## src/hdl/ddlf_pkg.sv

```systemverilog
// Shared types, widths and helpers for the dual delayed linear fade ramp.
// Used by ddlf_tick, ddlf_div and the top level; depends on nothing.
`timescale 1ns / 1ps

package ddlf_pkg;

  localparam int unsigned LEVEL_FRAC_BITS = 16;
  localparam int unsigned TIME_BITS       = 24;
  localparam int unsigned LVL_W           = LEVEL_FRAC_BITS + 1;
  localparam int unsigned PROD_W          = LVL_W + TIME_BITS;

  // Fixed field widths of the stream beats
  localparam int unsigned CMD_W   = 3;
  localparam int unsigned DT_W    = 16;
  localparam int unsigned ALPHA_W = 17;
  localparam int unsigned DUR_W   = 24;
  localparam int unsigned IN_W    = 88;
  localparam int unsigned OUT_W   = 56;

  typedef logic [LVL_W-1:0]     level_t;
  typedef logic [TIME_BITS-1:0] time_t;

  localparam level_t LVL_ONE = {1'b1, {LEVEL_FRAC_BITS{1'b0}}};

  typedef struct packed {
    level_t start;
    level_t target;
    level_t level;
    time_t  wait_left;
    time_t  elapsed;
    time_t  length;
    logic   running;
  } chan_t;

  // Outcome of the tick front end for one channel
  typedef struct packed {
    logic   advance;  // ramp still running: interpolate through the divider
    logic   finish;   // fade reached its end on this tick
    logic   down;     // ramp falls from start to target
    level_t diff;     // magnitude of target minus start
  } tick_res_t;

  function automatic level_t clamp_level(input logic [ALPHA_W-1:0] v);
    level_t r;
    if (v > ALPHA_W'(LVL_ONE)) begin
      r = LVL_ONE;
    end else begin
      r = LVL_W'(v);
    end
    return r;
  endfunction

endpackage

```

## src/hdl/ddlf_tick.sv

```systemverilog
// Tick front end for one fade channel: delay countdown, elapsed time update,
// finish detection and ramp direction. Depends on ddlf_pkg.
`timescale 1ns / 1ps

module ddlf_tick (
  input  ddlf_pkg::chan_t     chan_i,
  input  ddlf_pkg::time_t     dt_i,
  output ddlf_pkg::chan_t     chan_o,
  output ddlf_pkg::tick_res_t res_o
);

  ddlf_pkg::time_t             run_dt;
  logic [ddlf_pkg::TIME_BITS:0] sum;
  ddlf_pkg::time_t             sum_sat;

  always_comb begin
    chan_o = chan_i;
    res_o  = '0;
    run_dt = dt_i;
    sum    = '0;
    sum_sat = '0;
    if (chan_i.running) begin
      // Spend the delay first; only the leftover time moves the ramp
      if (chan_i.wait_left != '0) begin
        if (chan_i.wait_left > dt_i) begin
          chan_o.wait_left = chan_i.wait_left - dt_i;
          run_dt = '0;
        end else begin
          run_dt = dt_i - chan_i.wait_left;
          chan_o.wait_left = '0;
        end
      end
      if (run_dt != '0) begin
        sum     = {1'b0, chan_i.elapsed} + {1'b0, run_dt};
        sum_sat = sum[ddlf_pkg::TIME_BITS] ? '1 : sum[ddlf_pkg::TIME_BITS-1:0];
        chan_o.elapsed = sum_sat;
        if (chan_i.length == '0 || sum_sat >= chan_i.length) begin
          chan_o.level   = chan_i.target;
          chan_o.running = 1'b0;
          res_o.finish   = 1'b1;
        end else begin
          res_o.advance = 1'b1;
          res_o.down    = chan_i.target < chan_i.start;
          res_o.diff    = res_o.down ? chan_i.start - chan_i.target
                                     : chan_i.target - chan_i.start;
        end
      end
    end
  end

endmodule

```

## src/hdl/ddlf_div.sv

```systemverilog
// Restoring divider, one quotient bit per cycle, for the ramp interpolation.
// The high part of the dividend must be below the divisor. Depends on ddlf_pkg.
`timescale 1ns / 1ps

module ddlf_div #(
  parameter int unsigned QUO_W  = ddlf_pkg::LVL_W,
  parameter int unsigned DIVR_W = ddlf_pkg::TIME_BITS
) (
  input  logic                    clk_i,
  input  logic                    rst_ni,
  input  logic                    start_i,
  input  logic [QUO_W+DIVR_W-1:0] dividend_i,
  input  logic [DIVR_W-1:0]       divisor_i,
  output logic                    done_o,
  output logic [QUO_W-1:0]        quotient_o
);

  localparam int unsigned CNT_W = $clog2(QUO_W + 1);

  logic              busy_q;
  logic              done_q;
  logic [CNT_W-1:0]  cnt_q;
  logic [DIVR_W-1:0] rem_q;
  logic [DIVR_W-1:0] div_q;
  logic [QUO_W-1:0]  quo_q;

  logic [DIVR_W:0]   trial;
  logic [DIVR_W:0]   diff;
  logic              ge;

  assign trial = {rem_q, quo_q[QUO_W-1]};
  assign diff  = trial - {1'b0, div_q};
  assign ge    = trial >= {1'b0, div_q};

  always_ff @(posedge clk_i or negedge rst_ni) begin
    if (!rst_ni) begin
      busy_q <= 1'b0;
      done_q <= 1'b0;
      cnt_q  <= '0;
    end else begin
      // Pulse done on the last quotient bit
      done_q <= busy_q && !start_i && (cnt_q == CNT_W'(1));
      if (start_i) begin
        busy_q <= 1'b1;
        cnt_q  <= CNT_W'(QUO_W);
      end else if (busy_q) begin
        cnt_q <= cnt_q - CNT_W'(1);
        if (cnt_q == CNT_W'(1)) begin
          busy_q <= 1'b0;
        end
      end
    end
  end

  always_ff @(posedge clk_i) begin
    if (start_i) begin
      rem_q <= dividend_i[QUO_W+DIVR_W-1:QUO_W];
      quo_q <= dividend_i[QUO_W-1:0];
      div_q <= divisor_i;
    end else if (busy_q) begin
      rem_q <= ge ? diff[DIVR_W-1:0] : trial[DIVR_W-1:0];
      quo_q <= {quo_q[QUO_W-2:0], ge};
    end
  end

  assign done_o     = done_q;
  assign quotient_o = quo_q;

endmodule

```

## src/hdl/dual_delayed_linear_fade_ramp_core.sv

```systemverilog
// Top level of the dual delayed linear fade ramp: command sequencer, channel
// state and output register. Depends on ddlf_pkg, ddlf_tick and ddlf_div.
`timescale 1ns / 1ps

// Usage
//   Slave stream: one beat per command. tuser carries the command code (tick,
//   start screen fade, start title fade, set screen level, set title level);
//   tdata carries time step, level, duration and delay.
//   Master stream: one beat per command with both levels, both busy flags,
//   the screen-finish pulse with its level and the overlay release flag.
// Sequencing
//   Start, set and unknown commands: the execute state applies the command
//   and the output state registers the result; the next beat is taken once
//   the core is back in idle. A tick runs the tick front end on the screen
//   channel, then on the title channel; a channel whose ramp is still moving
//   also passes through a multiply step, a divider load, the serial divide
//   and a write-back step. Both channels use the single shared divider.
// Reset
//   Both channels return to level zero, idle, with no beat pending.
// Back-pressure
//   The result waits in the output register while the master side stalls;
//   the next command is still taken and processed, and it holds in the final
//   state until the register frees up.

module dual_delayed_linear_fade_ramp_core (
  input  logic                           clk_i,
  input  logic                           rst_ni,
  // tdata: time_step[15:0], alpha_value[32:16], duration_value[56:33],
  //        delay_value[80:57], zero fill [87:81]
  input  logic [ddlf_pkg::IN_W-1:0]      s_axis_tdata_i,
  // tuser: command[2:0]
  input  logic [ddlf_pkg::CMD_W-1:0]     s_axis_tuser_i,
  input  logic                           s_axis_tvalid_i,
  output logic                           s_axis_tready_o,
  // tdata: screen_level[16:0], title_level[33:17], screen_busy[34],
  //        title_busy[35], screen_done[36], done_level[53:37],
  //        overlay_release[54], zero fill [55]
  output logic [ddlf_pkg::OUT_W-1:0]     m_axis_tdata_o,
  output logic                           m_axis_tvalid_o,
  input  logic                           m_axis_tready_i
);

  typedef enum logic [2:0] {
    CMD_TICK      = 3'd0,
    CMD_START_SCR = 3'd1,
    CMD_START_TTL = 3'd2,
    CMD_SET_SCR   = 3'd3,
    CMD_SET_TTL   = 3'd4
  } cmd_e;

  typedef enum logic [2:0] {
    ST_IDLE,
    ST_EXEC,
    ST_TICK,
    ST_MUL,
    ST_DIV,
    ST_OUT
  } state_e;

  localparam logic CH_SCR = 1'b0;
  localparam logic CH_TTL = 1'b1;

  // Input beat fields
  logic [ddlf_pkg::DT_W-1:0]    in_dt;
  logic [ddlf_pkg::ALPHA_W-1:0] in_alpha;
  logic [ddlf_pkg::DUR_W-1:0]   in_dur;
  logic [ddlf_pkg::DUR_W-1:0]   in_dly;

  assign in_dt    = s_axis_tdata_i[15:0];
  assign in_alpha = s_axis_tdata_i[32:16];
  assign in_dur   = s_axis_tdata_i[56:33];
  assign in_dly   = s_axis_tdata_i[80:57];

  state_e                       state_q;
  logic [ddlf_pkg::CMD_W-1:0]   cmd_q;
  ddlf_pkg::time_t              dt_q;
  ddlf_pkg::level_t             alpha_q;
  ddlf_pkg::time_t              dur_q;
  ddlf_pkg::time_t              dly_q;
  logic                         ch_q;
  ddlf_pkg::chan_t              chan_q [2];

  logic                         done_q;
  ddlf_pkg::level_t             done_lvl_q;
  logic                         release_q;

  ddlf_pkg::level_t             diff_q;
  logic                         down_q;
  logic [ddlf_pkg::PROD_W-1:0]  prod_q;
  logic                         div_go_q;

  logic                         m_valid_q;
  logic [ddlf_pkg::OUT_W-1:0]   m_data_q;

  // Tick front end on the selected channel
  ddlf_pkg::chan_t              cur_chan;
  ddlf_pkg::chan_t              tick_chan;
  ddlf_pkg::tick_res_t          tick_res;

  assign cur_chan = chan_q[ch_q];

  ddlf_tick u_tick (
    .chan_i (cur_chan),
    .dt_i   (dt_q),
    .chan_o (tick_chan),
    .res_o  (tick_res)
  );

  // Shared serial divider: (diff * elapsed) / length
  logic                         div_done;
  ddlf_pkg::level_t             div_quo;

  ddlf_div #(
    .QUO_W  (ddlf_pkg::LVL_W),
    .DIVR_W (ddlf_pkg::TIME_BITS)
  ) u_div (
    .clk_i      (clk_i),
    .rst_ni     (rst_ni),
    .start_i    (div_go_q),
    .dividend_i (prod_q),
    .divisor_i  (cur_chan.length),
    .done_o     (div_done),
    .quotient_o (div_quo)
  );

  // Interpolated level from the quotient
  logic [ddlf_pkg::LVL_W:0]     up_sum;
  ddlf_pkg::level_t             ramp_level;

  always_comb begin
    up_sum = {1'b0, cur_chan.start} + {1'b0, div_quo};
    if (down_q) begin
      ramp_level = (div_quo > cur_chan.start) ? '0 : cur_chan.start - div_quo;
    end else if (up_sum > {1'b0, ddlf_pkg::LVL_ONE}) begin
      ramp_level = ddlf_pkg::LVL_ONE;
    end else begin
      ramp_level = up_sum[ddlf_pkg::LVL_W-1:0];
    end
  end

  // Start and set decoding for the command in hand
  ddlf_pkg::level_t             cmd_lvl;
  logic                         cmd_ch;
  logic                         start_skip;

  assign cmd_lvl = ddlf_pkg::clamp_level(ddlf_pkg::ALPHA_W'(alpha_q));
  assign cmd_ch  = (cmd_q == CMD_START_TTL || cmd_q == CMD_SET_TTL) ? CH_TTL : CH_SCR;
  assign start_skip = (chan_q[cmd_ch].running && chan_q[cmd_ch].target == cmd_lvl) ||
                      (!chan_q[cmd_ch].running && chan_q[cmd_ch].level == cmd_lvl);

  assign s_axis_tready_o = (state_q == ST_IDLE);
  assign m_axis_tvalid_o = m_valid_q;
  assign m_axis_tdata_o  = m_data_q;

  always_ff @(posedge clk_i or negedge rst_ni) begin
    if (!rst_ni) begin
      state_q    <= ST_IDLE;
      cmd_q      <= '0;
      ch_q       <= CH_SCR;
      chan_q[0]  <= '0;
      chan_q[1]  <= '0;
      done_q     <= 1'b0;
      done_lvl_q <= '0;
      release_q  <= 1'b0;
      down_q     <= 1'b0;
      div_go_q   <= 1'b0;
      m_valid_q  <= 1'b0;
    end else begin
      // Kick the divider as the product is registered
      div_go_q <= (state_q == ST_MUL);
      // Drop the pending beat once the master side takes it; the output
      // state reloads the register itself
      if (m_valid_q && m_axis_tready_i && state_q != ST_OUT) begin
        m_valid_q <= 1'b0;
      end
      case (state_q)
        ST_IDLE: begin
          if (s_axis_tvalid_i) begin
            cmd_q      <= s_axis_tuser_i;
            done_q     <= 1'b0;
            done_lvl_q <= '0;
            release_q  <= 1'b0;
            ch_q       <= CH_SCR;
            state_q    <= (s_axis_tuser_i == CMD_TICK) ? ST_TICK : ST_EXEC;
          end
        end
        ST_EXEC: begin
          case (cmd_q)
            CMD_START_SCR, CMD_START_TTL: begin
              if (!start_skip) begin
                chan_q[cmd_ch].start     <= chan_q[cmd_ch].level;
                chan_q[cmd_ch].target    <= cmd_lvl;
                chan_q[cmd_ch].length    <= dur_q;
                chan_q[cmd_ch].wait_left <= dly_q;
                chan_q[cmd_ch].elapsed   <= '0;
                chan_q[cmd_ch].running   <= 1'b1;
              end
            end
            CMD_SET_SCR, CMD_SET_TTL: begin
              chan_q[cmd_ch].running   <= 1'b0;
              chan_q[cmd_ch].wait_left <= '0;
              chan_q[cmd_ch].elapsed   <= '0;
              chan_q[cmd_ch].start     <= cmd_lvl;
              chan_q[cmd_ch].target    <= cmd_lvl;
              chan_q[cmd_ch].level     <= cmd_lvl;
              // Release when both levels end up at zero
              if (cmd_ch == CH_SCR) begin
                release_q <= (cmd_lvl == '0) && (chan_q[1].level == '0);
              end else begin
                release_q <= (cmd_lvl == '0) && (chan_q[0].level == '0);
              end
            end
            default: begin
            end
          endcase
          state_q <= ST_OUT;
        end
        ST_TICK: begin
          chan_q[ch_q] <= tick_chan;
          if (tick_res.finish && ch_q == CH_SCR) begin
            // Title level here is still the value from before this tick
            done_q     <= 1'b1;
            done_lvl_q <= cur_chan.target;
            release_q  <= (cur_chan.target == '0) && (chan_q[1].level == '0);
          end
          if (tick_res.advance) begin
            diff_q  <= tick_res.diff;
            down_q  <= tick_res.down;
            state_q <= ST_MUL;
          end else if (ch_q == CH_SCR) begin
            ch_q <= CH_TTL;
          end else begin
            state_q <= ST_OUT;
          end
        end
        ST_MUL: begin
          prod_q  <= {{ddlf_pkg::TIME_BITS{1'b0}}, diff_q} *
                     {{ddlf_pkg::LVL_W{1'b0}}, cur_chan.elapsed};
          state_q <= ST_DIV;
        end
        ST_DIV: begin
          if (div_done) begin
            chan_q[ch_q].level <= ramp_level;
            if (ch_q == CH_SCR) begin
              ch_q    <= CH_TTL;
              state_q <= ST_TICK;
            end else begin
              state_q <= ST_OUT;
            end
          end
        end
        ST_OUT: begin
          // Hold until the output register is free or being emptied
          if (!m_valid_q || m_axis_tready_i) begin
            m_valid_q <= 1'b1;
            m_data_q  <= {1'b0, release_q, done_lvl_q, done_q,
                          chan_q[1].running, chan_q[0].running,
                          chan_q[1].level, chan_q[0].level};
            state_q   <= ST_IDLE;
          end
        end
        default: begin
          state_q <= ST_IDLE;
        end
      endcase
    end
  end

  // Payload of the accepted command beat
  always_ff @(posedge clk_i) begin
    if (state_q == ST_IDLE && s_axis_tvalid_i) begin
      dt_q    <= ddlf_pkg::time_t'(in_dt);
      alpha_q <= ddlf_pkg::level_t'(in_alpha);
      dur_q   <= ddlf_pkg::time_t'(in_dur);
      dly_q   <= ddlf_pkg::time_t'(in_dly);
    end
  end

endmodule
```

## config.mk

```make
export PLATFORM = sky130hd
export DESIGN_NAME = dual_delayed_linear_fade_ramp_core
export DESIGN_NICKNAME = d
export VERILOG_FILES = /design/src/hdl/ddlf_pkg.sv /design/src/hdl/ddlf_tick.sv /design/src/hdl/ddlf_div.sv /design/src/hdl/dual_delayed_linear_fade_ramp_core.sv
export SDC_FILE = /design/constraint.sdc
export NUM_CORES = 2
export LEC_CHECK = 0
export BUFFER_PORTS_ARGS = -buffer_cell sky130_fd_sc_hd__buf_2
export CAP_MARGIN = 20
export CELL_PAD_IN_SITES_DETAIL_PLACEMENT = 0
export CELL_PAD_IN_SITES_GLOBAL_PLACEMENT = 1
export CORE_ASPECT_RATIO = 1.4
export CORE_UTILIZATION = 46
export DETAILED_ROUTE_END_ITERATION = 6
export PLACE_DENSITY = 0.86
export SETUP_SLACK_MARGIN = 0.1
export SLEW_MARGIN = 10
export SYNTH_ARGS = -nofsm -noshare
export SYNTH_HDL_FRONTEND = slang
export SYNTH_SLANG_ARGS = --single-unit
```

## constraint.sdc

```tcl
create_clock -name clk_i -period 10.3 [get_ports clk_i]
set_clock_uncertainty 0.2 [all_clocks]
set_input_delay 1.03 -clock clk_i [delete_from_list [all_inputs] [get_ports clk_i]]
set_output_delay 1.03 -clock clk_i [all_outputs]
set_load 0.02 [all_outputs]
```

==> out/results.ini <==
[sta]
hold_viol=0
slew_viol_final=0
slew_headroom=0.224
tns_ps=0
tightest_slew_ps=1160
rsz0062_at_grt=no
period_share=0.938
period_needed_ps=9670
fmax_mhz=103
finalSetupViolations=0

[worst_setup_path]
rr_worst_depth=37
worstPathMaxFanout=21
path_delay_family=compound AO/OA/AOI/OAI gates
worstSetupPathType=reg -> reg
crit_path_end_kind=flop
start_kind=flop
crit_buf_inv=6
rrSetupSlack_ps=630
rr_startpoint=ch_q$_DFFE_PN0P_
crit_required_ps=10660
arrival_ps=10030
crit_cells=37
worst_path_largest_cell_delay_ps=670
crit_slowest_cell=dfrtp_4

[status]
outcome=completed

[floorplan]
coreArea_um2=101000
initial_utilization=0.464
io_pins=153
dieArea_um2=103000
die_h_um=380
die_width_um=272
placementRows=138

[clock_tree]
cts-hold-fix-buffers=0
h-tree-depth=2
cts_tree=done
clock_sinks=543
clkLatencyLatePin_ps=680
clk_pin_slew_worst_paths_ps=70
ctsLongestPathBuffers=3
cts_buffers=56
cts-root-buf=clkbuf_16

[grt]
grt_max_degree=152
use_met1=0.364
grt_antenna_before_repair=4
met2_usage=0.474
grtUsageTotal=0.290
grt_pass1_vias=38300
met3_usage=0.0485
gr-total-overflow=0
grt_pass1_wl_mm=229
grt-busiest-layer=met2

[routing]
vias=38700
routedWlPerCell_um=23.5
via_per_inst=6.01
first_pass_iters=6
drt_wl_total_mm=151
drc_errors=0
ant_nets=0
drt_iter0_drc=3967

[place]
hpwl_mm=112
portBuffers=144
globalplace.congestion=0.972

[synth]
synth_area_um2=46900
synth_ff_type=dfrtp_1
synth_cells=5007
ys_seq_elements=543
synth-seq-area-share=0.317
synth_cell_types=115
syn_nets=5728
yosysWarnings=0
synth-async-reset-ratio=0.523
synth_edf_count=259
avgSynthCellArea_um2=9.36

[cells_and_area]
fin_nets=5774
diodes=0
drive_above_1_share=0.104
area_delta_synth_final_pct=8.65

[hold_path]
hp-class=in -> async

[flow_run]
drv_cap=0

==> how the worst max path moves through the flow <==
| stage | start | to | slack (ps) |
|---|---|---|---|
| after detailed placement | ch_q$_DFFE_PN0P_ | diff_q[2]$_SDFFCE_PP0P_ | 640 |
| final | ch_q$_DFFE_PN0P_ | flop | 630 |
| after CTS | ch_q$_DFFE_PN0P_ | diff_q[10]$_SDFFCE_PP0P_ | 600 |
| after global routing | ch_q$_DFFE_PN0P_ | flop | 100 |
| after global placement | ch_q$_DFFE_PN0P_ | flop | 770 |
| after floorplan | ch_q$_DFFE_PN0P_ | diff_q[0]$_SDFFCE_PP0P_ | 190 |
==> area by class of cell <==
class | count | area, um^2
multi-input cells | 3550 | 28400
inverters | 658 | 2470
clock inverters | 38 | 448
well taps | 1330 | 1660
fillers | 9379 | 50100
flip-flops and latches | 543 | 14900
clock buffers | 67 | 1500
repair buffers | 244 | 1530
==> cells in the mapped netlist (all sizes together) (9+ instances only) <==
master / number / area share
nand3: 112 / 0.012
a22oi: 49 / 0.0078
mux2i: 100 / 0.021
inv: 654 / 0.052
o22ai: 76 / 0.010
xor2: 41 / 0.0081
nor3b: 11 / 0.0019
o2bb2ai: 9 / 0.0017
a31oi: 20 / 0.0027
nand3b: 10 / 0.0016
a21o: 78 / 0.012
and2: 139 / 0.019
o211ai: 25 / 0.0042
a221oi: 30 / 0.0056
o21a: 35 / 0.0056
o22a: 16 / 0.0030
a22o: 9 / 0.0017
a32oi: 13 / 0.0024
o21bai: 12 / 0.0019
ha: 289 / 0.077
buf: 81 / 0.011
mux2: 109 / 0.028
nand4: 31 / 0.0045
a222oi: 29 / 0.0062
dfrtp: 284 / 0.15
a21oi: 227 / 0.025
nor2: 247 / 0.020
nand2: 584 / 0.047
o31ai: 27 / 0.0044
a221o: 12 / 0.0026
o31a: 10 / 0.0019
clkbuf: 175 / 0.014
nor3: 84 / 0.0097
edfxtp: 259 / 0.17
or3: 22 / 0.0029
nor2b: 48 / 0.0064
o21ai: 337 / 0.036
and3: 20 / 0.0027
or2: 15 / 0.0020
xnor2: 102 / 0.019
a211oi: 26 / 0.0045
fa: 337 / 0.14
nor4: 40 / 0.0055
nand2b: 35 / 0.0047
a2111oi: 23 / 0.0052
==> per-stage QoR <==
| stage | cell area [um^2] | hold WS [ps] | util | instances | worst slack, ps |
|---|---|---|---|---|---|
| 6_report | 50900 | 90.9 | 0.504 | 6430 | 634 |
| 4_1_cts | 50900 | 116 | 0.504 | 6427 | 600 |
| 3_5_place_dp | 48900 | 231 | 0.485 | 6322 | 644 |
| 2_1_floorplan | 46900 | 221 | - | 5007 | 194 |
| 5_1_grt | 50900 | 140 | 0.504 | 6430 | 102 |
| 3_3_place_gp | 48900 | 233 | 0.485 | 6322 | 771 |
==> cells in the final DEF (no fill, tap or decap), types with 101 or more instances in the layout <==
cell,count
ha_1,289
a21oi_1,223
and2_1,133
inv_1,653
o21ai_0,299
dfrtp_1,282
nor2_1,243
nand2_1,580
edfxtp_1,259
nand3_1,110
xnor2_1,101
buf_2,143
fa_1,337
==> routing by layer <==
layer,wire (um),vias up
met5,34,-
met4,9460,6
met3,11800,458
met2,71100,1769
met1,58600,19100
li1,-,17400
==> cells by family after synthesis <==
group / Yosys count / synth area share
flip-flops: 543 / 0.317
buffers and inverters: 914 / 0.0778
AND/OR/NAND/NOR: 1425 / 0.145
XOR/XNOR: 143 / 0.0275
multiplexers: 210 / 0.0499
adder cells (fa/ha/maj): 626 / 0.221
other: 1 / 0.0000800
AO/OA/AOI/OAI: 1145 / 0.162
==> timing repair <==
action | in CTS | in global routing
resized for setup | 0 | 1
endpoints found under the hold margin | 0 | 0
endpoints found under the setup margin | 0 | 26
setup buffers | 0 | 1
==> worst register-to-register path: cells and delay by family (launching register included) <==
| family | cells | cell delay [ps] |
|---|---|---|
| muxes | 1 | 450 |
| adders and majority gates | 3 | 1240 |
| DFF | 1 | 670 |
| and+or+nand+nor | 12 | 2450 |
| buffers and inverters | 6 | 1130 |
| AOI/OAI and AO/OA | 15 | 3390 |
Power is not shown: default switching activity piles up to over one toggle a cycle in this logic, so the estimate is an artifact.
